[config.mk]
export PLATFORM = sky130hd
export DESIGN_NAME = indexed_ordered_list_unit
export DESIGN_NICKNAME = d
export VERILOG_FILES = /design/src/hdl/ilu_pkg.sv /design/src/hdl/ilu_cell.sv /design/src/hdl/indexed_ordered_list_unit.sv
export SDC_FILE = /design/constraint.sdc
export NUM_CORES = 1
export LEC_CHECK = 0
export BUFFER_PORTS_ARGS = -buffer_cell sky130_fd_sc_hd__clkbuf_2
export CELL_PAD_IN_SITES_DETAIL_PLACEMENT = 1
export CELL_PAD_IN_SITES_GLOBAL_PLACEMENT = 1
export CORE_UTILIZATION = 45
export DETAILED_ROUTE_END_ITERATION = 16
export PLACE_DENSITY_LB_ADDON = 0.1
export REMOVE_ABC_BUFFERS = 1
export SLEW_MARGIN = 25
export SYNTH_ARGS = -nofsm -noshare
export SYNTH_HDL_FRONTEND = slang
export SYNTH_SLANG_ARGS = --single-unit
[constraint.sdc]
create_clock -name aclk -period 9.4 [get_ports aclk]
set_input_delay 0.94 -clock aclk [delete_from_list [all_inputs] [get_ports aclk]]
set_output_delay 0.94 -clock aclk [all_outputs]
set_load 0.1 [all_outputs]
[src/hdl/ilu_pkg.sv]
package ilu_pkg;

    // request kinds
    localparam logic [2:0] KIND_ADD_FRONT = 3'd0;
    localparam logic [2:0] KIND_ADD_REAR  = 3'd1;
    localparam logic [2:0] KIND_ADD_AT    = 3'd2;
    localparam logic [2:0] KIND_DEL_FRONT = 3'd3;
    localparam logic [2:0] KIND_DEL_REAR  = 3'd4;
    localparam logic [2:0] KIND_DEL_AT    = 3'd5;

    // result status codes
    localparam logic [1:0] ST_OK    = 2'd0;
    localparam logic [1:0] ST_UNDER = 2'd1;
    localparam logic [1:0] ST_RANGE = 2'd2;
    localparam logic [1:0] ST_FULL  = 2'd3;

    // cell operations
    localparam logic [1:0] CELL_HOLD = 2'd0;
    localparam logic [1:0] CELL_INS  = 2'd1;
    localparam logic [1:0] CELL_DEL  = 2'd2;

    // slot index width, enough for the largest list supported
    localparam int IDX_W = 8;

    typedef struct packed {
        logic [1:0]       op;
        logic [IDX_W-1:0] idx;
    } ilu_ctrl_t;

endpackage

[src/hdl/ilu_cell.sv]
module ilu_cell #(
    parameter int WIDTH = 32,
    parameter int INDEX = 0
) (
    input  logic                aclk,
    input  ilu_pkg::ilu_ctrl_t  ctrl,
    input  logic [WIDTH-1:0]    ins_value,
    input  logic [WIDTH-1:0]    left_data,
    input  logic [WIDTH-1:0]    right_data,
    output logic [WIDTH-1:0]    data
);
    import ilu_pkg::*;

    localparam logic [IDX_W-1:0] MY_IDX = IDX_W'(INDEX);

    logic [WIDTH-1:0] data_reg;
    logic [WIDTH-1:0] data_next;

    // shift towards the rear on insert, towards the front on delete
    always_comb begin
        data_next = data_reg;
        case (ctrl.op)
            CELL_INS: begin
                if (MY_IDX > ctrl.idx) begin
                    data_next = left_data;
                end else if (MY_IDX == ctrl.idx) begin
                    data_next = ins_value;
                end
            end
            CELL_DEL: begin
                if (MY_IDX >= ctrl.idx) begin
                    data_next = right_data;
                end
            end
            default: begin
                data_next = data_reg;
            end
        endcase
    end

    always_ff @(posedge aclk) begin
        data_reg <= data_next;
    end

    assign data = data_reg;

endmodule

[src/hdl/indexed_ordered_list_unit.sv]
// Channel | Direction | tdata (low bit up)                          | tuser
// s_      | in        | position[4:0], value[36:5], zero pad to 40  | kind[2:0]
// m_      | out       | removed_value[31:0], count_now[36:32],      | status[1:0]
//         |           | is_empty[37], zero pad to 40                |
//
// One item per cycle unless the result side stalls: every operation is decoded and applied
// to the cell row in the cycle it is accepted, and its result is registered for the next.
// The shift of the cells from the addressed slot onward by one place is done in parallel, one step per item.
// A new item is taken whenever the result register is empty or being drained.
// Synchronous active-low reset empties the list; slot contents are not cleared.
module indexed_ordered_list_unit #(
    parameter int CAPACITY   = 16,
    parameter int WORD_WIDTH = 32
) (
    input  logic        aclk,
    input  logic        aresetn,
    input  logic        s_tvalid,
    output logic        s_tready,
    input  logic [39:0] s_tdata,   // position[4:0], value[36:5], pad
    input  logic [2:0]  s_tuser,   // kind[2:0]
    output logic        m_tvalid,
    input  logic        m_tready,
    output logic [39:0] m_tdata,   // removed_value[31:0], count_now[36:32], is_empty[37], pad
    output logic [1:0]  m_tuser    // status[1:0]
);
    import ilu_pkg::*;

    localparam int CW = $clog2(CAPACITY + 1);
    localparam int AW = $clog2(CAPACITY);
    localparam int EW = ((CW > 5) ? CW : 5) + 1;

    logic [4:0]            s_pos;
    logic [31:0]           s_value;
    logic                  s_acc;
    logic [WORD_WIDTH-1:0] ins_word;
    logic [EW-1:0]         pos_e;
    logic [EW-1:0]         cnt_e;
    logic [EW-1:0]         cap_e;

    logic [CW-1:0]         count_reg;
    logic [CW-1:0]         count_next;
    logic                  m_valid_reg;
    logic                  m_valid_next;
    logic [31:0]           removed_reg;
    logic [1:0]            status_reg;
    logic [4:0]            cnt_out_reg;
    logic                  empty_reg;

    ilu_ctrl_t             ctrl;
    logic                  do_del;
    logic [1:0]            status;
    logic [WORD_WIDTH-1:0] rd_word;
    logic [WORD_WIDTH-1:0] cell_data [CAPACITY];

    assign s_pos    = s_tdata[4:0];
    assign s_value  = s_tdata[36:5];
    assign s_tready = !m_valid_reg || m_tready;
    assign s_acc    = s_tvalid && s_tready;
    assign ins_word = WORD_WIDTH'(s_value);
    assign pos_e    = EW'(s_pos);
    assign cnt_e    = EW'(count_reg);
    assign cap_e    = EW'(CAPACITY);

    // request decode: status, cell operation and slot index
    always_comb begin
        status  = ST_OK;
        ctrl.op = CELL_HOLD;
        ctrl.idx = '0;
        do_del  = 1'b0;
        case (s_tuser)
            KIND_ADD_FRONT, KIND_ADD_REAR, KIND_ADD_AT: begin
                if (s_tuser == KIND_ADD_AT && (pos_e == '0 || pos_e > cnt_e + EW'(1))) begin
                    status = ST_RANGE;
                end else if (cnt_e >= cap_e) begin
                    status = ST_FULL;
                end else begin
                    ctrl.op = CELL_INS;
                    if (s_tuser == KIND_ADD_FRONT) begin
                        ctrl.idx = '0;
                    end else if (s_tuser == KIND_ADD_REAR) begin
                        ctrl.idx = IDX_W'(count_reg);
                    end else begin
                        ctrl.idx = IDX_W'(s_pos - 5'd1);
                    end
                end
            end
            KIND_DEL_FRONT, KIND_DEL_REAR: begin
                if (count_reg == '0) begin
                    status = ST_UNDER;
                end else begin
                    ctrl.op = CELL_DEL;
                    do_del  = 1'b1;
                    if (s_tuser == KIND_DEL_FRONT) begin
                        ctrl.idx = '0;
                    end else begin
                        ctrl.idx = IDX_W'(count_reg - CW'(1));
                    end
                end
            end
            KIND_DEL_AT: begin
                if (pos_e == '0 || pos_e > cnt_e) begin
                    status = ST_RANGE;
                end else begin
                    ctrl.op  = CELL_DEL;
                    do_del   = 1'b1;
                    ctrl.idx = IDX_W'(s_pos - 5'd1);
                end
            end
            default: begin
                status = ST_RANGE;
            end
        endcase
        if (!s_acc) begin
            ctrl.op = CELL_HOLD;
        end
    end

    // row of slot cells, each fed by its two neighbours
    for (genvar i = 0; i < CAPACITY; i++) begin : g_cell
        logic [WORD_WIDTH-1:0] left_d;
        logic [WORD_WIDTH-1:0] right_d;
        if (i == 0) begin : g_first
            assign left_d = '0;
        end else begin : g_mid_l
            assign left_d = cell_data[i-1];
        end
        if (i == CAPACITY - 1) begin : g_last
            assign right_d = '0;
        end else begin : g_mid_r
            assign right_d = cell_data[i+1];
        end
        ilu_cell #(
            .WIDTH (WORD_WIDTH),
            .INDEX (i)
        ) u_cell (
            .aclk       (aclk),
            .ctrl       (ctrl),
            .ins_value  (ins_word),
            .left_data  (left_d),
            .right_data (right_d),
            .data       (cell_data[i])
        );
    end

    // word leaving the list on a delete
    assign rd_word = cell_data[ctrl.idx[AW-1:0]];

    // held count
    always_comb begin
        count_next = count_reg;
        if (ctrl.op == CELL_INS) begin
            count_next = count_reg + CW'(1);
        end else if (ctrl.op == CELL_DEL) begin
            count_next = count_reg - CW'(1);
        end
    end

    always_ff @(posedge aclk) begin
        if (!aresetn) begin
            count_reg <= '0;
        end else begin
            count_reg <= count_next;
        end
    end

    // result register
    always_comb begin
        m_valid_next = m_valid_reg;
        if (s_acc) begin
            m_valid_next = 1'b1;
        end else if (m_tready) begin
            m_valid_next = 1'b0;
        end
    end

    always_ff @(posedge aclk) begin
        if (!aresetn) begin
            m_valid_reg <= 1'b0;
        end else begin
            m_valid_reg <= m_valid_next;
        end
    end

    always_ff @(posedge aclk) begin
        if (s_acc) begin
            removed_reg <= do_del ? 32'(rd_word) : 32'd0;
            status_reg  <= status;
            cnt_out_reg <= 5'(count_next);
            empty_reg   <= (count_next == '0);
        end
    end

    assign m_tvalid = m_valid_reg;
    assign m_tdata  = {2'b00, empty_reg, cnt_out_reg, removed_reg};
    assign m_tuser  = status_reg;

endmodule

; Word-level counts from Yosys, hierarchy flattened
; Index checks and enable logic that the tools add are counted.
[op_classes]
add_sub_neg = 5
n_lt_le_gt_ge = 36
n_eq_ne = 54
muxes = 88
bitwise_logic = 1
n_reduce_logical = 31
[op_table]
columns = operator, n
row1 = 2-to-1 mux 32 bit, 50
row2 = case mux 32 bit (2 select lines), 16
row3 = binary-select mux 32 bit (select 4 bit), 1
row4 = == test 4 x 8 -> 1 bit (first input constant), 8
row5 = greater-or-equal comparator 4 x 8 -> 1 bit (first input constant), 8
row6 = > comparator 4 x 8 -> 1 bit (first input constant), 8
row7 = != test 3 x 1 -> 1 bit (second input constant), 16
row8 = AND reduction 3 bit, 16
row9 = == test 3 x 8 -> 1 bit (first input constant), 4
row10 = greater-or-equal comparator 3 x 8 -> 1 bit (first input constant), 4
row11 = > comparator 3 x 8 -> 1 bit (first input constant), 4
row12 = != test 2 x 1 -> 1 bit (second input constant), 16
row13 = case mux 10 bit (3 select lines), 1
row14 = 2-to-1 mux 8 bit, 3
row15 = 2-to-1 mux 10 bit, 2
row16 = 2-to-1 mux 9 bit, 2
row17 = == test 2 x 8 -> 1 bit (first input constant), 2
row18 = greater-or-equal comparator 1 x 8 -> 1 bit (first input constant), 2
row19 = greater-or-equal comparator 2 x 8 -> 1 bit (first input constant), 2
row20 = > comparator 1 x 8 -> 1 bit (first input constant), 2
row21 = > comparator 2 x 8 -> 1 bit (first input constant), 2
row22 = subtractor 5 x 1 -> 6 bit (second input constant), 2
row23 = greater-or-equal comparator 5 bit (second input constant), 2
row24 = logical NOT 5 bit, 2
row25 = other kinds (26), 40
[totals]
reg_bits = 558
inputBits = 47
output_inout_bits = 44
wordCells = 237

; Longest topological paths before layout
; Gate-level depths: netlist of the first run.
[depth]
depth_word = 11
depth_mapped = 21
ltp_nobuf = 18

; Cells and area by module
; From an unflattened synthesis of the first run, not the netlist that was laid out.
[unflattened]
cells_unflattened = 3747
hier_area_um2 = 36964.2
[modules_own_cells]
columns = mod, instances, cells_each, area_per_inst_um2, seq_area_each_um2
row1 = indexed_ordered_list_unit, 1, 830, 7011.7, 1321.3
row2 = ilu_cell (g_cell[13].u_cell ...), 2, 186, 1770.4, 960.9
row3 = ilu_cell (g_cell[5].u_cell), 1, 197, 2097.0, 960.9
row4 = ilu_cell (g_cell[7].u_cell), 1, 196, 2050.7, 960.9
row5 = ilu_cell (g_cell[4].u_cell), 1, 194, 2047.0, 960.9
row6 = ilu_cell (g_cell[1].u_cell), 1, 184, 2025.7, 960.9
row7 = ilu_cell (g_cell[6].u_cell), 1, 192, 2008.2, 960.9
row8 = ilu_cell (g_cell[2].u_cell), 1, 191, 1949.4, 960.9
row9 = ilu_cell (g_cell[11].u_cell), 1, 197, 1919.3, 960.9
row10 = ilu_cell (g_cell[8].u_cell), 1, 186, 1858.0, 960.9
row11 = ilu_cell (g_cell[9].u_cell), 1, 188, 1794.2, 960.9
row12 = ilu_cell (g_cell[10].u_cell), 1, 187, 1784.2, 960.9
row13 = ilu_cell (g_cell[12].u_cell), 1, 188, 1783.0, 960.9
row14 = ilu_cell (g_cell[14].u_cell), 1, 186, 1776.7, 960.9
row15 = 2 more rows, -, -, -, -

; Worst setup path after synthesis of the first run
; OpenSTA, ideal clock, no wires.
[synth_timing]
path_type = input to register
start = input port s_tdata[0]
end = register g_cell[12].u_cell.data_reg[0] (enable)
setup_ps = 470
arrival_time_ps = 8443
t_required_ps = 8930
slack_ps = 486
cell_stages = 19
n_path_buf = 7
cell_sequence = clkbuf_1 -> clkbuf_1 -> clkbuf_1 -> inv_1 -> ha_1 -> or4b_1 -> o2111ai_2 -> a21o_1 -> o21ai_1 -> clkbuf_1 -> nand3_1 -> inv_1 -> ha_1 -> clkbuf_1 -> clkbuf_1 -> or2_2 -> clkbuf_1 -> a21oi_1 -> a21boi_0
[synth_between]
elab_chain_len = 9
word_cells_on_any_way = 23
classes_between = add/sub (1) / order compare (4) / eq/ne (5) / mux (7) / reduce/logical (6)
[synth_lines]
columns = element, line
row1 = "start, declared", indexed_ordered_list_unit.sv:19  ; input logic [39:0] s_tdata,
row2 = subtractor 5 x 1 -> 6 bit (tied with other cells), "indexed_ordered_list_unit.sv:83, indexed_ordered_list_unit.sv:106"
row3 = 2-to-1 mux 8 bit or logical OR 1 bit (tied branches), "indexed_ordered_list_unit.sv:80, indexed_ordered_list_unit.sv:72"
row4 = 2-to-1 mux 8 bit or logical AND 1 bit (tied branches), "indexed_ordered_list_unit.sv:78, indexed_ordered_list_unit.sv:72"
row5 = "2-to-1 mux 9 bit, on equally long branches", "indexed_ordered_list_unit.sv:74, indexed_ordered_list_unit.sv:72"
row6 = 2-to-1 mux 9 bit or case mux 10 bit (3 select lines) (tied branches), "indexed_ordered_list_unit.sv:72, indexed_ordered_list_unit.sv:70"
row7 = case mux 10 bit (3 select lines) *, indexed_ordered_list_unit.sv:70  ; case (s_tuser)
row8 = > comparator 4 x 8 -> 1 bit (tied with other cells), ilu_cell.sv:24  ; if (MY_IDX > ctrl.idx) begin
row9 = != test 3 x 1 -> 1 bit (no source line) (tied with other cells), -
row10 = AND reduction 3 bit (no source line) *, -
row11 = "end signal, assigned", ilu_cell.sv:42  ; data_reg <= data_next;
row12 = "end, declared", ilu_cell.sv:16  ; logic [WIDTH-1:0] data_reg;
; Every way passes the cells marked *; elsewhere a longest branch is shown, timed or not.
; A chain may end at the register's enable or synchronous reset.

; Worst setup path in the final report of the first run
[layout_timing]
start = register count_reg[0]
end = register g_cell[8].u_cell.data_reg[7] (enable)
[layout_between]
elab_chain_len = 10
word_cells_on_any_way = 27
classes_between = add/sub (2) / order compare (5) / eq/ne (5) / mux (9) / reduce/logical (6)
[layout_lines]
columns = element, line
row1 = "start, declared", indexed_ordered_list_unit.sv:40  ; logic [CW-1:0] count_reg;
row2 = "start signal, assigned", indexed_ordered_list_unit.sv:162  ; count_reg <= count_next;
row3 = adder 5 x 1 -> 6 bit, indexed_ordered_list_unit.sv:72  ; if (s_tuser == KIND_ADD_AT && (pos_e == '0 || pos_e > cnt_e + EW'(1))) begin
row4 = > comparator 5 x 6 -> 1 bit, indexed_ordered_list_unit.sv:72
row5 = logical OR 1 bit, indexed_ordered_list_unit.sv:72
row6 = logical AND 1 bit, indexed_ordered_list_unit.sv:72
row7 = 2-to-1 mux 9 bit, indexed_ordered_list_unit.sv:72
row8 = case mux 10 bit (3 select lines) *, indexed_ordered_list_unit.sv:70
row9 = "parallel branches: the longest is 3 deep, another holds > comparator 4 x 8 -> 1 bit", -
row10 = AND reduction 3 bit (no source line) *, -
row11 = "end signal, assigned", ilu_cell.sv:42
row12 = "end, declared", ilu_cell.sv:16
; Every way passes the cells marked *.

==> out/results.ini, run 1 <==
[global_route]
grt_pass1_vias = 31070
grt-ovfl-total = 0
grt_use_total_pct = 36.50
grt_start_max_net_pins = 198
antenna_found_initial = 1
grt_pass1_wl_um = 209800

[timing]
setup-tns-final_ps = 0
skew_ps = 16.55
hold_violations = 0
setup_viol = 0
fin_crit_ps = 6865
finalWorstSetupSlack_ps = 2535
slew_headroom_pct = 31.88
finalCritPeriodShare_pct = 73.03
fmax_mhz = 145.7
slew_violations = 0
rsz0062_at_grt = false
worst_pin_slew_ps = 1022

[synth]
synth_edf_count = 552
netlist_instances = 3382
async_reset_ff_share_pct = 0
synth_flop_cell = edfxtp_1
yosysWarnings = 0
ys_seq_area_share_pct = 48.60
syn_avg_cell_area_um2 = 10.16
synth-seq-cells = 558
syn_area_um2 = 34360
ys_types = 76

[clock_network]
clk_latency_ps = 620
clock_sinks = 558
hold_buffers = 0
cts-buffers-inserted = 69
tritoncts = built
cts-htree-levels = 3
cts_resized = 0
path_clk_slew_ps = 60
cts_root_buf = clkbuf_16
clk_path_buf_depth = 3
postCtsSetupBuffers = 0

[floorplan]
die_h_um = 278.3
die_x_um = 278.3
io_pins = 91
start_util_pct = 45.84
num_rows = 100
dieArea_um2 = 77450
core_um2 = 74950

[cells_and_area]
fillers = 8089
syn2layout_area_growth_pct = 9.946
seqCellArea_um2 = 16700
layout.nets = 3310
multi_input_area_um2 = 16020
final_util_pct = 50.40
diodes = 0
drive_gt1_share_pct = 12.56
largest_reg_flops = 512

[place]
dp_hpwl_um = 78520
port_buffers = 85
place.gp.congestion = 0.8633
pre_cts_ws_ps = 2292

[drt]
dr_total_vias = 30510
dr.pass1.iters = 6
vias_per_cell = 7.154
ant_nets = 0
post_drt_wl_per_cell_um = 33.63
drt_wl_total_um = 143400
first_iter_violations = 3306
drc_errors = 0

[setup_path]
cp_num_buf_inv = 3
cpPeakStageDelay_ps = 730
crit_chain = ha_1, nand3_1, xnor2_1, ha_1, nand3_1, o21bai_1, a31oi_1, o31a_2, buf_4, nand2_2, buf_4, nor2_1, nand3_1, a31oi_4, buf_4
cp_max_fo = 65
reg2reg_slack_ps = 2530
slowest_stage = a31oi_1
critPathRequiredTime_ps = 9640
worstSetupPathType = flop to flop
crit_family = buffers and inverters
start_kind = flop
crit_arrival_ps = 7100
end_kind = flop

[power_and_ir_drop]
p_leak_nw = 12.89
power.density_nw_per_um2 = 215.5
vdd_drop_max_uv = 140.6

[run]
drv_cap = 0

[run_status]
status = finished, final reports clean

[hold_path]
hold_class = flop to flop

-- cells in the mapped netlist, types with 36 or more instances --
| master | number | area (um2) |
|---|---|---|
| edfxtp_1 | 552 | 16580 |
| nand2_1 | 462 | 1734 |
| o21ai_0 | 424 | 2122 |
| clkbuf_1 | 292 | 1096 |
| mux2i_1 | 292 | 2923 |
| inv_1 | 139 | 521.8 |
| a221o_1 | 133 | 1331 |
| o211ai_1 | 116 | 870.8 |
| a21oi_1 | 114 | 570.6 |
| nand3_1 | 113 | 565.5 |
| a2111oi_0 | 110 | 963.4 |
| mux2_2 | 71 | 799.5 |
| nor4b_1 | 69 | 604.3 |
| buf_2 | 62 | 310.3 |
| o2111ai_1 | 47 | 411.6 |
| nor2b_1 | 36 | 225.2 |
-- cells in the final DEF, fill, tap and decap left out, types with 26 or more instances in the layout --
cell type,synthesis,layout
a2111oi_0,110,110
a21oi_1,114,103
a221o_1,133,133
and4_1,32,32
buf_4,17,86
clkbuf_16,0,71
clkbuf_2,0,84
edfxtp_1,552,552
inv_1,139,138
mux2_2,71,71
mux2i_1,292,292
nand2_1,462,460
nand3_1,113,112
nor2b_1,36,35
nor4b_1,69,69
o2111ai_1,47,47
o211ai_1,116,116
o21ai_0,424,424
o21ai_1,32,26
o311ai_1,28,28
or3_1,28,27
-- power by group --
group / internal, mW / switching (mW) / leakage [nW]
clock network: 1.51 / 1.10 / 1.03
registers: 3.13 / 0.169 / 5.18
logic: 0.670 / 1.56 / 6.67
total: 5.31 / 2.83 / 12.9
-- logic make-up after synthesis --
family	after synthesis	synth area share [%]
AOI/OAI and AO/OA	1091	21.72
xor gates and xnor gates	10	0.2550
adders and majority gates	15	0.5463
buffers and inverters	524	6.224
DFF	558	48.60
muxes	363	10.83
other	1	0.01092
and+or+nand+nor	820	11.81
-- worst register-to-register path, delay by kind of cell (launching register included) --
kind,cells,cell delay [ps]
compound gates,4,1750
buf+inv,3,1800
simple gates,5,1550
fa+ha+maj,2,630
flops,1,550
xor+xnor,1,190
-- path summary, 6_finish.rpt --
path,start,to,cells past startpoint
worst max-delay path,count_reg[0]$_SDFF_PN0_,g_cell[8].u_cell.data[7]$_DFFE_PP_,15
worst max register to register,count_reg[0]$_SDFF_PN0_,g_cell[8].u_cell.data[7]$_DFFE_PP_,15
worst min register to register,m_tvalid$_SDFFE_PN0P_,m_tvalid$_SDFFE_PN0P_,2
worst min-delay path,m_tvalid$_SDFFE_PN0P_,m_tvalid$_SDFFE_PN0P_,2
-- through the flow --
step                hold slack [ps]  power [mW]  instance area (um2)  std cells
finish                        548.6       8.142                37770       4264
global route                  575.4       8.366                37770       4264
floorplan                     519.2       4.766                32740       2998
global placement              505.3       5.425                35600       4144
detailed placement            546.2       5.508                35630       4145
CTS                           553.8       8.112                37740       4263
-- final cells by class --
class,instances,share of cell area [%]
multi-input cells,2301,42.40
inverters,139,1.381
repair buffers,179,3.233
clock buffers,88,4.873
flip-flops and latches,558,44.20
clock inverters,30,0.7022
well taps,969,3.210
-- metal layers --
layer	track usage [%]	part of all wire [%]
met1	46.52	39
met2	58.96	46
met4	18.03	5.6
met5	0	0
met3	7.513	9.3
Power figures use the tool's default switching activity.
==> run 2: changes to the inputs <==
==> constraint.sdc (replaced) <==
create_clock -name aclk -period 5.78 [get_ports aclk]
set_input_delay 0.578 -clock aclk [delete_from_list [all_inputs] [get_ports aclk]]
set_output_delay 0.578 -clock aclk [all_outputs]
set_load 0.1 [all_outputs]
==> run 2 against run 1 <==
  * Sequential power increased by 62%
  * Core utilization increased by 0.44 points
  * Hold slack got worse by 310 ps
  * Count of clock-buffer cells in the layout increased by 7
  * Highest routed layer is now met5
  * Wire length increased by 1.8%
  * Critical endpoint is now g_cell[2].u_cell.data[10]$_DFFE_PP_
==> out/results.ini, run 2 (synthesis gave the netlist of run 1 again) <==
[setup_path]
critPathRequiredTime_ps = 6090  ; -3550 ps
crit_arrival_ps = 5320  ; -1780 ps
crit_family = compound AO/OA/AOI/OAI gates
cpPeakStageDelay_ps = 640  ; -90 ps
cp_num_buf_inv = 3  ; unchanged
worstSetupPathType = flop to flop
cp_max_fo = 12  ; -82%
cp-startpoint = count_reg[0]$_SDFF_PN0_
crit_chain = inv_1, ha_1, inv_1, ha_1, nor2b_1, o21bai_1, a31o_2, nand2_1, o21ai_0, nand3_1, ha_4, or2_2, a21oi_4, o31a_2, buf_12
end_kind = flop
slowest_stage = o31a_2
reg2reg_from = count_reg[0]$_SDFF_PN0_
start_kind = flop

[clock_network]
clock_sinks = 558  ; unchanged
cts-buffers-inserted = 68  ; -1.4%
hold_buffers = 0  ; unchanged
cts-htree-levels = 3  ; unchanged
cts_root_buf = clkbuf_16
cts_resized = 0  ; unchanged
tritoncts = built
clk_path_buf_depth = 3  ; unchanged
path_clk_slew_ps = 60  ; about the same
postCtsSetupBuffers = 0  ; unchanged
clk_latency_ps = 630  ; about the same

[floorplan]
io_pins = 91  ; unchanged
start_util_pct = 45.84  ; unchanged
dieArea_um2 = 77450  ; unchanged
die_x_um = 278.3  ; unchanged
num_rows = 100  ; unchanged
die_h_um = 278.3  ; unchanged
core_um2 = 74950  ; unchanged

[hold_path]
hold_start = s_tvalid
hold_class = input port to flop

[place]
port_buffers = 85  ; unchanged
dp_hpwl_um = 83590  ; +6.5%
place.gp.congestion = 0.9010  ; +4.4%

[timing]
fmax_mhz = 199.6  ; +37%
setup-tns-final_ps = 0  ; unchanged
finalCritPeriodShare_pct = 86.66  ; +14 points
hold_slack_ps = 239.9  ; -308.7 ps
hold_violations = 0  ; unchanged
skew_ps = 29.29  ; +12.74 ps
fin_crit_ps = 5009  ; -1856 ps
slew_violations = 0  ; unchanged
worst_pin_slew_ps = 1094  ; +72.63 ps
rsz0062_at_grt = false
slew_headroom_pct = 26.86  ; -5.0 points
setup_viol = 0  ; unchanged

[drt]
first_iter_violations = 3476  ; +5.1%
post_drt_wl_per_cell_um = 33.94  ; +0.94%
vias_per_cell = 7.210  ; +0.78%
ant_nets = 0  ; unchanged
drt_wl_total_um = 146000  ; +1.8%
drc_errors = 0  ; unchanged
dr.pass1.iters = 6  ; unchanged
dr_total_vias = 31010  ; +1.7%

[power_and_ir_drop]
vdd_drop_max_uv = 182.2  ; +30%
power.density_nw_per_um2 = 349.7  ; +62%
p_leak_nw = 13.05  ; +1.2%
finalPower_mw = 13.32  ; +64%

[global_route]
grt_pass1_vias = 31430  ; +1.2%
grt_pass1_wl_um = 213700  ; +1.9%
antenna_found_initial = 3  ; +2
grt-ovfl-total = 0  ; unchanged
grt_start_max_net_pins = 190  ; -4.0%
grt_use_total_pct = 37.00  ; +0.50 points

[run_status]
status = finished, final reports clean

[cells_and_area]
fillers = 8014  ; -0.93%
final_util_pct = 50.83  ; +0.44 points
layout.nets = 3343  ; +1.0%
diodes = 0  ; unchanged
drive_gt1_share_pct = 13.30  ; +0.73 points
seqCellArea_um2 = 16700  ; unchanged
largest_reg_flops = 512  ; unchanged
final_common_cell = edfxtp_1
syn2layout_area_growth_pct = 10.90
final_cell_mix = 552 x edfxtp_1, 461 x nand2_1, 424 x o21ai_0
multi_input_area_um2 = 16000  ; about the same

[run]
drv_cap = 0  ; unchanged

run 2: cell count changes in the layout (fill, tap and decap cells not counted), moves of 2 or more:
cell,delta
buf_12,+10
clkbuf_1,+7
clkinv_2,-4
bufinv_16,-2
buf_4,+26
clkinv_8,+2
run 2: layout make-up:
cell class | instances | share of cell area, %
Clock buffer | 95 | 4.900
Tap cell | 969 | 3.182
Inverter | 139 | 1.369
Multi-Input combinational cell | 2301 | 42.00
Timing Repair Buffer | 213 | 4.141
Clock inverter | 26 | 0.5846
Sequential cell | 558 | 43.82
run 2: final timing paths:
| kind | depth (start not counted) | to | slack [ps] |
|---|---|---|---|
| setup reg to reg | 15 | g_cell[2].u_cell.data[10]$_DFFE_PP_ | 770 |
| hold / removal | 3 | m_tvalid$_SDFFE_PN0P_ | 240 |
| setup / recovery | 15 | g_cell[2].u_cell.data[10]$_DFFE_PP_ | 770 |
| hold reg to reg | 2 | m_tvalid$_SDFFE_PN0P_ | 560 |
run 2: where the power goes:
part | switching (mW) | internal [mW] | total [mW] | leakage, nW
Clock | 1.84 | 2.39 | 4.23 | 1.01
Combinational | 2.60 | 1.14 | 3.73 | 6.85
Sequential | 0.269 | 5.09 | 5.36 | 5.18
Total | 4.70 | 8.62 | 13.3 | 13.0
run 2: per-layer routing:
metal / vias to the layer above / track usage [%] / routed length, um
met5: - / 0 / 10
met4: 2 / 17.65 / 7421
met3: 493 / 7.069 / 14170
met2: 1872 / 58.37 / 66210
met1: 15820 / 48.92 / 58180
li1: 12820 / - / -
run 2: worst register-to-register path: cells and delay by family (launching register included):
family	cells	cell delay [ps]
buffers and inverters	3	560
adders and majority gates	3	970
DFF	1	540
AOI/OAI and AO/OA	5	1600
and+or+nand+nor	4	1020
run 2: stage by stage:
step                area, um2  worst slack, ps  cells
finish                  38100            770.8   4301
floorplan               32740           -20890   2998
global placement        36000            618.4   4180
global route            38100            606.7   4301
detailed placement      36000            584.1   4180
CTS                     38090            776.9   4301
